==> config.mk <==
export PLATFORM = sky130hd
export DESIGN_NAME = ttr_ram
export DESIGN_NICKNAME = d
export VERILOG_FILES = /design/src/rtl/ttr_ram.sv
export SDC_FILE = /design/constraint.sdc
export NUM_CORES = 2
export LEC_CHECK = 0
export BUFFER_PORTS_ARGS = -buffer_cell sky130_fd_sc_hd__buf_2
export CAP_MARGIN = 30
export CORE_MARGIN = 2
export CORE_UTILIZATION = 57
export DETAILED_ROUTE_END_ITERATION = 10
export PLACE_DENSITY_LB_ADDON = 0.3
export SLEW_MARGIN = 0
export SYNTH_ARGS = -nofsm -noshare
export SYNTH_HDL_FRONTEND = slang
export SYNTH_SLANG_ARGS = --single-unit
==> constraint.sdc <==
create_clock -name clk -period 3 [get_ports clk]
set_clock_uncertainty 0.2 [all_clocks]
set_input_delay 0.6 -clock clk [delete_from_list [all_inputs] [get_ports clk]]
set_output_delay 0.6 -clock clk [all_outputs]
set_load 0.05 [all_outputs]
==> src/rtl/ttr_ram.sv <==
// ----------------------------------------------------------------------------
// ttr_ram: generic single-write, single-read synchronous RAM
// One write port and one read port; read data registered, held when idle.
// ----------------------------------------------------------------------------
module ttr_ram #(
  parameter int WIDTH = 8,
  parameter int DEPTH = 256
) (
  input  logic                     clk,
  input  logic                     we,
  input  logic [$clog2(DEPTH)-1:0] waddr,
  input  logic [WIDTH-1:0]         wdata,
  input  logic                     re,
  input  logic [$clog2(DEPTH)-1:0] raddr,
  output logic [WIDTH-1:0]         rdata
);

  logic [WIDTH-1:0] mem [DEPTH];

  // Write port
  always_ff @(posedge clk) begin
    if (we) begin
      mem[waddr] <= wdata;
    end
  end

  // Registered read, hold data between reads
  always_ff @(posedge clk) begin
    if (re) begin
      rdata <= mem[raddr];
    end
  end

endmodule

[After elaboration in Yosys (flattened, before gate mapping)]
Memories as Yosys holds them, arrays and structs flattened. A register that Yosys moved wholly into a read port is not among the register bits.
Index checks and enable logic that the tools add are counted.
Cells by class
  add/sub/neg operators: 0
  multipliers: 0
  divide/modulo/power cells: 0
  magnitude comparators: 0
  equal/unequal tests: 0
  shift-type cells: 0
  mux-type cells: 2
  bitwise logic cells: 0
  reduce and logical (&&, ||, !) cells: 0
Operator list (number)
  $mux W1: 2
Word-level totals
  register bits: 0
  bits in latches: 0
  bits in writable memories: 2048
  ROM bits: 0
  input bits: 27
  output and inout bits: 8
  logic and storage cells: 3
  memories kept: 1
Memories
  mem: words 256, bits a word 8, read ports 1, clocked after Yosys merged registers in 1, write ports 1, RTL line 18  | logic [WIDTH-1:0] mem [DEPTH];

[Depth between registers and ports, before layout]
  depth after elaboration: 2
  gate-level depth with buffers: 11
  gate-level depth less buffers: 6

[Worst setup path before layout]
No wires, ideal clock.
  kind: input to register
  start point: input port raddr[0]
  end point: register rdata[2], read port of mem (data pin)
  library setup time: 0.269 ns
  data arrival time: 2.407 ns
  required time: 2.531 ns
  path slack: 0.124 ns
  cell stages on the path: 9
  path buffers: 4
  cells stage by stage: buf_6 buf_12 buf_8 buf_2 mux4_2 a22oi_1 a21oi_1 nor4_1 nor4_2
RTL lines
  start, declared: RTL line 14  | input logic [$clog2(DEPTH)-1:0] raddr,
  end, declared: RTL line 15  | output logic [WIDTH-1:0] rdata

==> impl_metrics.csv <==
group,metric,value,unit
run_status,status,"completed",
routing,via_per_inst,6.49,
die,core,139000,µm²
timing,hold_viol_final,0,
cts,clockBufferDepth,3,
synthesis,syn-cell-area,79600,µm²
power,p_sw_share,21.1,%
timing,fin_hold_ws,0.105,ns
power,power_frac_comb,5.6,%
global_route,antenna_found_initial,13,
timing,tightest_slew,0.738,ns
timing,setup_ws,0.0766,ns
cells_and_area,nNetsFinal,4441,
die,rows,137,
timing,grt_setup_unrepaired,"no",
global_route,grt_max_degree,113,
power,switchingPower,12500,µW
setup_path,worst_setup_path_start_kind,"primary input",
placed_design,io_buffers,34,
setup_path,path_class,"in2reg",
cts,cts_root_buffer,"clkbuf_16",
setup_path,slowest_stage,"mux4_2",
die,die-area,143000,µm²
synthesis,synth_seq_cells,2056,
routing,vias,41900,
cells_and_area,mostFrequentLayoutCell,"edfxtp_1",
synthesis,ys_warn_count,0,
synthesis,synth.distinct_cells,54,
routing,routed_wl,200000,µm
timing,clock.fmax,0.342,GHz
power,p_per_area,638,nW/µm²
cells_and_area,regArea,61700,µm²
global_route,grt_pass1_vias,42100,
routing,wl_per_cell,31.0,µm
routing,first_pass_iters,5,
synthesis,syn_avg_cell_area,21.3,µm²
power,power.leakage,0.0303,µW
cts,htree_levels,4,
synthesis,async_flop_share,0,%
timing,finalMaxSlewViolations,0,
cells_and_area,multi_input_area,16500,µm²
cells_and_area,final_cell_mix,"2056 x edfxtp_1, 600 x buf_4, 454 x mux4_2, 279 x nor2_1, 198 x clkbuf_16",
setup_path,crit_buf_inv,4,
global_route,overflow,0,
placed_design,dp_slack,-1.07,ns
cts,cts_inserted_buffers,195,
synthesis,synth_cells,3733,
synthesis,ys_seq_area_share,77.5,%
setup_path,max_stage_delay,0.57,ns
hold_path,hold_class,"in2reg",
placed_design,dp_hpwl,128000,µm
cts,cts_tree,"yes",
timing,setup_viol,0,
synthesis,synth_nets,3760,
setup_path,required,3.35,ns
die,start_util,57.3,%
power,p_clk_share,41.2,%
placed_design,gp_congestion,0.881,
cts,post_cts_buffers,0,
die,chipHeight,378,µm
synthesis,synthFlopType,"edfxtp_1",
synthesis,synth-edff-count,2056,
die,io_pins,35,
cts,cts.sinks,2056,
setup_path,critPathMaxFanout,18,
setup_path,arrival,3.27,ns
power,p_int,47000,µW
global_route,grt_use_total,28.6,%
routing,drtIter0Drc,6488,
power,seqPwrFrac,53.2,%
die,die_x,378,µm
global_route,grt_pass1_wl,291000,µm
timing,finalCritPeriodShare,97.4,%
cells_and_area,fillerInstances,8507,
timing,slew_headroom,50.8,%
routing,drc,0,
setup_path,endpoint_kind,"register",
cells_and_area,layout-drive-gt1-share,32.0,%
setup_path,crit_chain,"buf_8 > buf_12 > buf_12 > mux4_2 > mux4_2 > nor2_1 > a2111oi_1 > buf_4 > nor3_1 > nor4_1",
cts,insertion_delay,0.82,ns
cts,clk_pin_slew_worst_paths,0.06,ns
power,vdd_ir_drop_max,0.000662,V
timing,min_period,2.92,ns
cells_and_area,area_growth,17.3,%
routing,ant_nets,0,
setup_path,crit_family,"multiplexers",
job,drv_cap,0,
cells in the mapped netlist, drive strengths merged, types with 2 or more instances:
cell,instances,area (µm²)
nand3b,2,15.0
a22o,8,70.1
and3b,2,17.5
nand4,10,62.6
nor2,282,1060
or2,4,25.0
nand2,33,124
o21ai,12,60.1
nor3,22,110
and2,6,37.5
a311oi,2,17.5
a211oi,16,120
buf,122,1030
a21oi,96,480
nand2b,8,50.1
o221ai,47,418
mux2i,134,1340
o211ai,10,75.1
mux4,456,10300
o32ai,5,51.3
clkbuf,111,417
a221oi,14,129
a22oi,133,998
o22a,5,43.8
a2111oi,5,52.6
a31oi,2,12.5
nor4,27,188
o22ai,28,175
nand3,34,170
nor2b,31,194
edfxtp,2056,61700
routing by layer:
layer / GRT usage, % / wire length, µm / vias up / share of wire [%]
li1: - / - / 17100 / -
met1: 39.8 / 74300 / 21800 / 37
met2: 45.2 / 96600 / 2578 / 48
met3: 6.45 / 21900 / 447 / 11
met4: 10.2 / 7380 / 16 / 3.7
met5: 0 / 103 / - / 0.051
power by group through the flow:
stage,logic [µW],clock network (µW),registers [µW]
after CTS,3320,24800,31700
after detailed placement,3290,0,32300
after global placement,3230,0,32300
after global routing,3490,25800,31700
final,3340,24500,31700
after floorplan,1540,0,32400
cells by family after synthesis:
| group | synth area share, % |
|---|---|
| flops | 77.5 |
| mux | 14.6 |
| simple gates | 2.63 |
| compound gates | 3.42 |
| buf+inv | 1.83 |
cell type report:
type | instances | area share (%)
flip-flops and latches | 2056 | 66.1
inverters | 2 | 0.00804
clock inverters | 113 | 1.29
repair buffers | 717 | 6.89
diodes | 5 | 0.0134
multi-input cells | 1442 | 17.7
well taps | 1876 | 2.51
clock buffers | 248 | 5.51
sequential cells by signal (all words and copies together), names as in the netlist:
register,flops
mem,2048
rdata,8
stage by stage:
step                      util [%]  setup TNS (ns)  area, µm²  total power (µW)  std cells
after floorplan                  -               0      79600             33900       3733
after global placement        62.6           -6.32      87000             35600       6091
after detailed placement      62.6           -5.92      87000             35600       6092
after CTS                     67.2               0      93400             59800       6454
after global routing          67.2               0      93400             61000       6456
final                         67.2               0      93400             59600       6459
repair_timing:
| item | in CTS | in global routing |
|---|---|---|
| gates cloned | 0 | 0 |
| hold buffers | 1 | 0 |
| endpoints found under the hold margin | 7 | 0 |
| endpoints found under the setup margin | 2 | 3 |
| resized for setup | 3 | 4 |
final timing paths:
kind | cells past startpoint | end | start | slack (ns)
worst max-delay path | 10 | rdata[4] | raddr[0] | 0.08
worst min-delay path | 1 | mem[68][0] | wdata[0] | 0.10
worst max register to register | 6 | rdata[0] | mem[67][0] | 0.13
worst min register to register | 6 | rdata[3] | mem[62][3] | 1.02
No activity file was read; power rests on OpenSTA's default activity.
